==> src/pcxd_pkg.sv <==
// Shared types and constants of the PCX run-length pixel decoder.
`timescale 1ns / 1ps
package pcxd_pkg;

    localparam int MAX_WIDTH  = 2048;
    localparam int MAX_HEIGHT = 4096;
    localparam int BPL_MAX    = 2048;

    localparam logic [7:0] RUN_MARK = 8'hC0;

    // item functions
    localparam logic [1:0] FUNC_PAL   = 2'd0;
    localparam logic [1:0] FUNC_BYTE  = 2'd1;
    localparam logic [1:0] FUNC_CONT  = 2'd2;
    localparam logic [1:0] FUNC_START = 2'd3;

    // pixel modes
    localparam logic [1:0] MODE_1BIT = 2'd0;
    localparam logic [1:0] MODE_4PL  = 2'd1;
    localparam logic [1:0] MODE_8BIT = 2'd2;
    localparam logic [1:0] MODE_24   = 2'd3;

    // register indexes
    localparam logic [1:0] CFG_MODE   = 2'd0;
    localparam logic [1:0] CFG_BPL    = 2'd1;
    localparam logic [1:0] CFG_WIDTH  = 2'd2;
    localparam logic [1:0] CFG_HEIGHT = 2'd3;

    // pipeline operations
    localparam logic [2:0] OP_STAT   = 3'd0;
    localparam logic [2:0] OP_PAL_WR = 3'd1;
    localparam logic [2:0] OP_BIT    = 3'd2;
    localparam logic [2:0] OP_BITPL  = 3'd3;
    localparam logic [2:0] OP_IDX    = 3'd4;
    localparam logic [2:0] OP_RGB    = 3'd5;

    // one step handed from the sequencer to the pixel pipeline
    typedef struct packed {
        logic [2:0]  op;
        logic [10:0] col;
        logic        bitv;
        logic [7:0]  d;
        logic [1:0]  plane;
        logic [11:0] row;
        logic        rp;
        logic        dn;
        logic        last;
        logic [7:0]  pidx;
        logic [23:0] pcol;
    } step_t;

    // one decoded item waiting in the sequencer
    typedef struct packed {
        logic [2:0]  op;
        logic [10:0] base;
        logic [3:0]  nsteps;
        logic [7:0]  d;
        logic [1:0]  plane;
        logic [11:0] row;
        logic        rp;
        logic        dn;
        logic [7:0]  pidx;
        logic [23:0] pcol;
    } job_t;

    // pipeline stage after the line store read
    typedef struct packed {
        logic        emit;
        logic        pix;
        logic        use_pal;
        logic [10:0] col;
        logic [11:0] row;
        logic [23:0] rgb;
        logic        rp;
        logic        dn;
        logic        last;
    } pix_t;

endpackage

==> src/pcxd_ctrl.sv <==
// Run-length state, scan position and per-item step sequencer.
`timescale 1ns / 1ps
module pcxd_ctrl (
    input  logic              clk,
    input  logic              rst_n,
    input  logic              cfg_valid,
    input  logic [1:0]        cfg_index,
    input  logic [12:0]       cfg_data,
    input  logic              in_valid,
    output logic              in_ready,
    input  logic [1:0]        func,
    input  logic [7:0]        data_byte,
    input  logic [7:0]        palette_index,
    input  logic [23:0]       palette_color,
    input  logic              adv,
    output logic              step_valid,
    output pcxd_pkg::step_t   step
);

    logic [1:0]  mode_reg;
    logic [11:0] bpl_reg;
    logic [11:0] width_reg;
    logic [12:0] height_reg;

    logic [5:0]  run_left_reg, run_left_next;
    logic [7:0]  run_byte_reg, run_byte_next;
    logic        await_reg, await_next;
    logic [10:0] bip_reg, bip_next;
    logic [1:0]  plane_reg, plane_next;
    logic [11:0] scan_reg, scan_next;
    logic        fin_reg, fin_next;

    logic             s1_v_reg;
    pcxd_pkg::job_t   job_reg, job_next;
    logic [2:0]       j_reg;

    logic [11:0] eff_bpl;
    logic [11:0] eff_w;
    logic [12:0] eff_h;
    logic [2:0]  planes;
    logic        s1_last;
    logic        accept;
    logic [13:0] col_sum;

    // clamped register values
    always_comb
    begin
        eff_bpl = (bpl_reg == 12'd0) ? 12'd1 :
                  (bpl_reg > 12'(pcxd_pkg::BPL_MAX)) ? 12'(pcxd_pkg::BPL_MAX) : bpl_reg;
        eff_w   = (width_reg > 12'(pcxd_pkg::MAX_WIDTH)) ? 12'(pcxd_pkg::MAX_WIDTH)
                                                         : width_reg;
        eff_h   = (height_reg == 13'd0) ? 13'd1 :
                  (height_reg > 13'(pcxd_pkg::MAX_HEIGHT)) ? 13'(pcxd_pkg::MAX_HEIGHT)
                                                           : height_reg;
        case (mode_reg)
            pcxd_pkg::MODE_4PL: planes = 3'd4;
            pcxd_pkg::MODE_24:  planes = 3'd3;
            default:            planes = 3'd1;
        endcase
    end

    assign s1_last  = ({1'b0, j_reg} + 4'd1) == job_reg.nsteps;
    assign in_ready = !s1_v_reg || (adv && s1_last);
    assign accept   = in_valid && in_ready;

    // next state of one item
    always_comb
    begin
        logic        dec;
        logic [13:0] col0;
        logic [13:0] rem;
        logic [11:0] bip1;
        logic [2:0]  pl1;
        logic [12:0] sl1;
        logic [12:0] rowx;

        run_left_next = run_left_reg;
        run_byte_next = run_byte_reg;
        await_next    = await_reg;
        bip_next      = bip_reg;
        plane_next    = plane_reg;
        scan_next     = scan_reg;
        fin_next      = fin_reg;
        dec           = 1'b0;
        col0          = {bip_reg, 3'b000};
        rem           = 14'(eff_w) - col0;
        bip1          = {1'b0, bip_reg} + 12'd1;
        pl1           = {1'b0, plane_reg} + 3'd1;
        sl1           = {1'b0, scan_reg} + 13'd1;
        rowx          = eff_h - 13'd1 - {1'b0, scan_reg};

        job_next        = '0;
        job_next.op     = pcxd_pkg::OP_STAT;
        job_next.nsteps = 4'd1;
        job_next.pidx   = palette_index;
        job_next.pcol   = palette_color;

        case (func)
            pcxd_pkg::FUNC_PAL:
            begin
                job_next.op = pcxd_pkg::OP_PAL_WR;
            end
            pcxd_pkg::FUNC_START:
            begin
                run_left_next = '0;
                run_byte_next = '0;
                await_next    = 1'b0;
                bip_next      = '0;
                plane_next    = '0;
                scan_next     = '0;
                fin_next      = 1'b0;
            end
            pcxd_pkg::FUNC_BYTE:
            begin
                if (!fin_reg && ({1'b0, scan_reg} >= eff_h))
                begin
                    fin_next      = 1'b1;
                    run_left_next = '0;
                    await_next    = 1'b0;
                end
                else if (!fin_reg)
                begin
                    if (await_reg)
                    begin
                        run_byte_next = data_byte;
                        await_next    = 1'b0;
                        if (run_left_reg != 6'd0)
                        begin
                            run_left_next = run_left_reg - 6'd1;
                            dec           = 1'b1;
                        end
                    end
                    else if (run_left_reg != 6'd0)
                    begin
                        // byte ignored while a run is pending
                    end
                    else if (data_byte >= pcxd_pkg::RUN_MARK)
                    begin
                        run_left_next = data_byte[5:0];
                        await_next    = 1'b1;
                    end
                    else
                    begin
                        run_byte_next = data_byte;
                        dec           = 1'b1;
                    end
                end
            end
            default:
            begin
                if (!fin_reg && ({1'b0, scan_reg} >= eff_h))
                begin
                    fin_next      = 1'b1;
                    run_left_next = '0;
                    await_next    = 1'b0;
                end
                else if (!fin_reg && !await_reg && (run_left_reg != 6'd0))
                begin
                    run_left_next = run_left_reg - 6'd1;
                    dec           = 1'b1;
                end
            end
        endcase

        if (dec)
        begin
            job_next.d     = run_byte_next;
            job_next.plane = plane_reg;
            job_next.row   = rowx[11:0];
            job_next.base  = bip_reg;
            case (mode_reg)
                pcxd_pkg::MODE_1BIT, pcxd_pkg::MODE_4PL:
                begin
                    if (col0 < 14'(eff_w))
                    begin
                        job_next.op     = (mode_reg == pcxd_pkg::MODE_1BIT) ?
                                          pcxd_pkg::OP_BIT : pcxd_pkg::OP_BITPL;
                        job_next.nsteps = (rem >= 14'd8) ? 4'd8 : rem[3:0];
                    end
                end
                pcxd_pkg::MODE_8BIT:
                begin
                    if ({1'b0, bip_reg} < eff_w)
                    begin
                        job_next.op = pcxd_pkg::OP_IDX;
                    end
                end
                default:
                begin
                    if (({1'b0, bip_reg} < eff_w) && (plane_reg != 2'd3))
                    begin
                        job_next.op = pcxd_pkg::OP_RGB;
                    end
                end
            endcase

            // advance the scan position
            if (bip1 >= eff_bpl)
            begin
                bip_next = '0;
                if (pl1 >= planes)
                begin
                    plane_next = '0;
                    scan_next  = sl1[11:0];
                    if (sl1 >= eff_h)
                    begin
                        fin_next      = 1'b1;
                        run_left_next = '0;
                        await_next    = 1'b0;
                    end
                end
                else
                begin
                    plane_next = pl1[1:0];
                end
            end
            else
            begin
                bip_next = bip1[10:0];
            end
        end

        job_next.rp = !fin_next && !await_next && (run_left_next != 6'd0);
        job_next.dn = fin_next;
    end

    // configuration registers
    always_ff @(posedge clk or negedge rst_n)
    begin
        if (!rst_n)
        begin
            mode_reg   <= pcxd_pkg::MODE_8BIT;
            bpl_reg    <= 12'd1;
            width_reg  <= 12'd1;
            height_reg <= 13'd1;
        end
        else if (cfg_valid)
        begin
            case (cfg_index)
                pcxd_pkg::CFG_MODE:   mode_reg   <= cfg_data[1:0];
                pcxd_pkg::CFG_BPL:    bpl_reg    <= cfg_data[11:0];
                pcxd_pkg::CFG_WIDTH:  width_reg  <= cfg_data[11:0];
                default:              height_reg <= cfg_data;
            endcase
        end
    end

    // decoder state
    always_ff @(posedge clk or negedge rst_n)
    begin
        if (!rst_n)
        begin
            run_left_reg <= '0;
            run_byte_reg <= '0;
            await_reg    <= 1'b0;
            bip_reg      <= '0;
            plane_reg    <= '0;
            scan_reg     <= '0;
            fin_reg      <= 1'b0;
        end
        else if (accept)
        begin
            run_left_reg <= run_left_next;
            run_byte_reg <= run_byte_next;
            await_reg    <= await_next;
            bip_reg      <= bip_next;
            plane_reg    <= plane_next;
            scan_reg     <= scan_next;
            fin_reg      <= fin_next;
        end
    end

    // step sequencer
    always_ff @(posedge clk or negedge rst_n)
    begin
        if (!rst_n)
        begin
            s1_v_reg <= 1'b0;
            j_reg    <= '0;
        end
        else if (accept)
        begin
            s1_v_reg <= 1'b1;
            j_reg    <= '0;
        end
        else if (adv && s1_v_reg)
        begin
            if (s1_last)
            begin
                s1_v_reg <= 1'b0;
            end
            else
            begin
                j_reg <= j_reg + 3'd1;
            end
        end
    end

    always_ff @(posedge clk)
    begin
        if (accept)
        begin
            job_reg <= job_next;
        end
    end

    // current step
    assign col_sum    = {job_reg.base, 3'b000} + {11'd0, j_reg};
    assign step_valid = s1_v_reg;

    always_comb
    begin
        step       = '0;
        step.op    = job_reg.op;
        step.col   = ((job_reg.op == pcxd_pkg::OP_BIT) || (job_reg.op == pcxd_pkg::OP_BITPL))
                     ? col_sum[10:0] : job_reg.base;
        step.bitv  = job_reg.d[3'd7 - j_reg];
        step.d     = job_reg.d;
        step.plane = job_reg.plane;
        step.row   = job_reg.row;
        step.rp    = job_reg.rp;
        step.dn    = job_reg.dn;
        step.last  = s1_last;
        step.pidx  = job_reg.pidx;
        step.pcol  = job_reg.pcol;
    end

endmodule

==> config.mk <==
export PLATFORM = sky130hd
export DESIGN_NAME = pcxd_ctrl
export DESIGN_NICKNAME = d
export VERILOG_FILES = /design/src/pcxd_pkg.sv /design/src/pcxd_ctrl.sv
export SDC_FILE = /design/constraint.sdc
export NUM_CORES = 1
export LEC_CHECK = 0
export BUFFER_PORTS_ARGS = -buffer_cell sky130_fd_sc_hd__buf_4
export CORE_ASPECT_RATIO = 1.4
export CORE_MARGIN = 8
export CORE_UTILIZATION = 45
export CTS_CLUSTER_DIAMETER = 40
export CTS_CLUSTER_SIZE = 20
export DETAILED_ROUTE_END_ITERATION = 6
export PLACE_DENSITY_LB_ADDON = 0.3
export SYNTH_ARGS = -nofsm -noshare
export SYNTH_HDL_FRONTEND = slang
export SYNTH_SLANG_ARGS = --single-unit
==> constraint.sdc <==
create_clock -name clk -period 4.1 [get_ports clk]
set_input_delay 0.205 -clock clk [delete_from_list [all_inputs] [get_ports clk]]
set_output_delay 0.205 -clock clk [all_outputs]
set_load 0.01 [all_outputs]
==> reports/qor.csv <==
stage,metric,value,unit
run_status,status,finished clean,
pwr,p_leak,0.005220,uW
pwr,p_comb_share,37.8,%
timing,fin_crit_sh,92.16,%
cts,cts_sinks,158,
yosys,synthesis.nets,1138,
worst_hold_path,holdPathEnd,height_reg[7],
detailed_routing,wl_per_cell,18.10,um
critical_path,crit_start,bip_reg[3],
critical_path,startpoint_type,flip-flop,
die,die_x,143.9,um
detailed_routing,top_layer_used,met4,
timing,worst_pin_slew,850.3,ps
timing,drv_slew,0,
placed_design,io_buffers,135,
detailed_routing,dr.pass1.iters,5,
global_routing,antenna_found_initial,0,
yosys,synth_xor_area_share,2.804,%
placed_design,gp_congestion,0.8910,
die,core_area,22530,sq um
detailed_routing,wl_met1,10090,um
placed_design,dp_hpwl,19160,um
cts,clk_path_buf_depth,2,
yosys,synth.area.mux_share,7.282,%
critical_path,cp.arrival,4100,ps
critical_path,critical_path.max_fanout,8,
final_layout,largest_reg_flops,59,
timing,rsz0062_at_grt,false,
final_layout,final_layout_size_suffix_gt1_share,24.14,%
critical_path,cp_common_cell,and3_1,
cts,cts_tree,yes,
critical_path,reg2reg_depth,14,
pwr,pwr-share-clk,26.4,%
global_routing,grt_pass1_wl,41150,um
die,io_pins,136,
timing,min_period,3779,ps
critical_path,endpoint_kind,flip-flop,
critical_path,rr_endpoint,scan_reg[0],
critical_path,worstSetupPathType,flip-flop to flip-flop,
yosys,syn_inst,995,
worst_hold_path,hold_path_class,input port to flip-flop,
pwr,seqPwrFrac,35.9,%
final_layout,final_cell_mix,"buf_4 (141), nand2_1 (85), dfrtp_1 (80), ha_1 (79), edfxtp_1 (74)",
critical_path,crit_slowest_cell,dfrtp_1,
global_routing,grt_max_degree,64,
cts,cts-root-buf,clkbuf_16,
yosys,syn_area,10310,sq um
cts,cts_setup_buffers,0,
global_routing,grt_overflow,0,
detailed_routing,drtIter0Drc,419,
final_layout,fillers,1990,
timing,max_freq,264.6,MHz
critical_path,slowest_delay,430,ps
detailed_routing,wl_met2,13200,um
timing,fin_setup_tns,0,ps
detailed_routing,met3_length,1561,um
placed_design,place_area,11140,sq um
final_layout,num-nets-final,1236,
die,die_area,28080,sq um
pwr,p_sw_share,36.00,%
yosys,synth-seq-cells,158,
worst_hold_path,hp-start,cfg_data[7],
final_layout,area_growth,17.58,%
die,initial_core_util,45.76,%
yosys,synth-seq-area-share,42.00,%
final_layout,layout_commonest_cell,buf_4,
critical_path,regToRegSetupSlack,320,ps
final_layout,fin_area,12120,sq um
timing,finalHoldViolations,0,
yosys,synth-edff-count,74,
final_layout,antenna_cells,0,
detailed_routing,avgViaCountPerCell,5.625,
timing,setup_viol,0,
yosys,async_flop_share,53.16,%
pwr,max-vdd-ir-drop,333.9,uV
detailed_routing,drc,0,
detailed_routing,ant_nets,0,
pwr,intPower,4011,uW
timing,clock_skew,15.09,ps
pwr,p_switching,2257,uW
yosys,synthAdderAreaFrac,9.977,%
critical_path,path_cells,inv_1 -> nor3_2 -> and3_1 -> and3_1 -> nand3_1 -> xnor2_1 -> ha_1 -> o21a_1 -> o21a_1 -> nor2b_1 -> a311o_1 -> and3_1 -> and2_1 -> mux2_2,
yosys,synth_compound_area_share,14.53,%
yosys,synth_top_family_by_area,simple AND/OR/NAND/NOR gates,
yosys,synth_cell_types,84,
flow_run,max_cap_viol_count,0,
cts,clock_latency,440,ps
pwr,power_density,517.2,nW/um^2
timing,maxSlewHeadroom,43.01,%
detailed_routing,vias,7914,
global_routing,grt_pass1_vias,8109,
die,dieHeight,195.1,um
cts,h-tree-depth,4,
die,num_rows,65,
yosys,synth_flop_cell,dfrtp_1,
yosys,yosys_warnings,0,
critical_path,r2r_start,bip_reg[3],
critical_path,cp.required,4430,ps
yosys,synthSimpleGateAreaFrac,15.23,%
cts,clk_pin_slew_worst_paths,70,ps
cts,cts_made_buffers,17,
yosys,synth_area_per_cell,10.36,sq um
worst_hold_path,hold_depth,2,
global_routing,grt_use_total,18.35,%
detailed_routing,drt-total-wl,25470,um
-- per-layer routing --
layer / global-route usage [%] / vias to the layer above
li1: - / 3768
met1: 20.64 / 3862
met2: 32.98 / 241
met3: 3.613 / 43
met4: 7.268 / 0
met5: 0 / -
-- critical path: cells and delay by family, from the launching register on --
family,cells,cell delay (ps)
mux,1,280
simple gates,7,1610
buf+inv,1,110
compound gates,3,740
flops,1,430
xor+xnor,1,220
fa+ha+maj,1,270
-- power by group through the flow --
stage	Clock [uW]	Combinational, uW	Sequential, uW
final	1650	2370	2250
after global routing	1750	2630	2290
after CTS	1690	2370	2250
after detailed placement	0	2320	2280
after global placement	0	2290	2270
after floorplan	0	1890	2120
-- cell type report --
cell class | instances | area [sq um] | share of cell area [%]
Multi-Input combinational cell | 683 | 5155 | 42.53
Sequential cell | 158 | 4329 | 35.72
Timing Repair Buffer | 177 | 1429 | 11.79
Clock buffer | 18 | 450.4 | 3.716
Tap cell | 301 | 376.6 | 3.107
Inverter | 56 | 211.5 | 1.745
Clock inverter | 14 | 168.9 | 1.394
-- worst max path at each step --
stage | end | slack [ps] | cells past startpoint
4_1_cts | scan_reg[0] | 190 | 14
2_1_floorplan | scan_reg[0] | 560 | 17
3_3_place_gp | scan_reg[0] | 360 | 14
5_1_grt | scan_reg[0] | 60 | 14
3_5_place_dp | scan_reg[0] | 200 | 14
6_report | scan_reg[0] | 320 | 14
-- what timing repair did --
action | CTS | global route
hold buffers | 35 | 0
hold endpoints to repair | 85 | 0
setup endpoints to repair | 0 | 12
gates resized for setup | 0 | 2
-- through the flow --
| step | util [%] | instances | hold slack (ps) | total power [uW] | setup WS (ps) |
|---|---|---|---|---|---|
| global placement | 49.44 | 1340 | 294.4 | 4561 | 360.5 |
| detailed placement | 49.44 | 1340 | 300.8 | 4602 | 204.8 |
| global route | 53.80 | 1407 | 14.33 | 6667 | 57.95 |
| CTS | 53.75 | 1407 | 11.75 | 6306 | 187.8 |
| finish | 53.80 | 1407 | 25.52 | 6268 | 321.3 |
| floorplan | - | 995 | -90.59 | 4010 | 555.6 |
-- synth_stat cells, types with 13 or more instances --
cell type,count,area share [%]
dfrtp_1,80,19
nor2_1,56,2.0
xnor2_1,25,2.1
nand3_1,28,1.4
inv_1,54,2.0
a22o_1,36,3.1
a21o_1,13,0.95
nor2b_1,13,0.79
a21oi_1,26,1.3
o21ai_0,39,1.9
buf_4,62,4.5
edfxtp_1,74,22
nor3_1,16,0.78
ha_1,79,9.6
nor4_1,16,0.97
clkbuf_1,20,0.73
mux2_2,59,6.4
nand2_1,85,3.1
-- kinds of logic (layout without fill, tap and decap cells) --
kind of cell / count (synthesis) / in the layout
adder cells (fa/ha/maj): 81 / 81
flip-flops: 158 / 158
AO/OA/AOI/OAI: 208 / 208
AND/OR/NAND/NOR: 296 / 296
multiplexers: 65 / 65
XOR/XNOR: 33 / 33
buffers and inverters: 154 / 265
(Power assumes the default switching activity.)
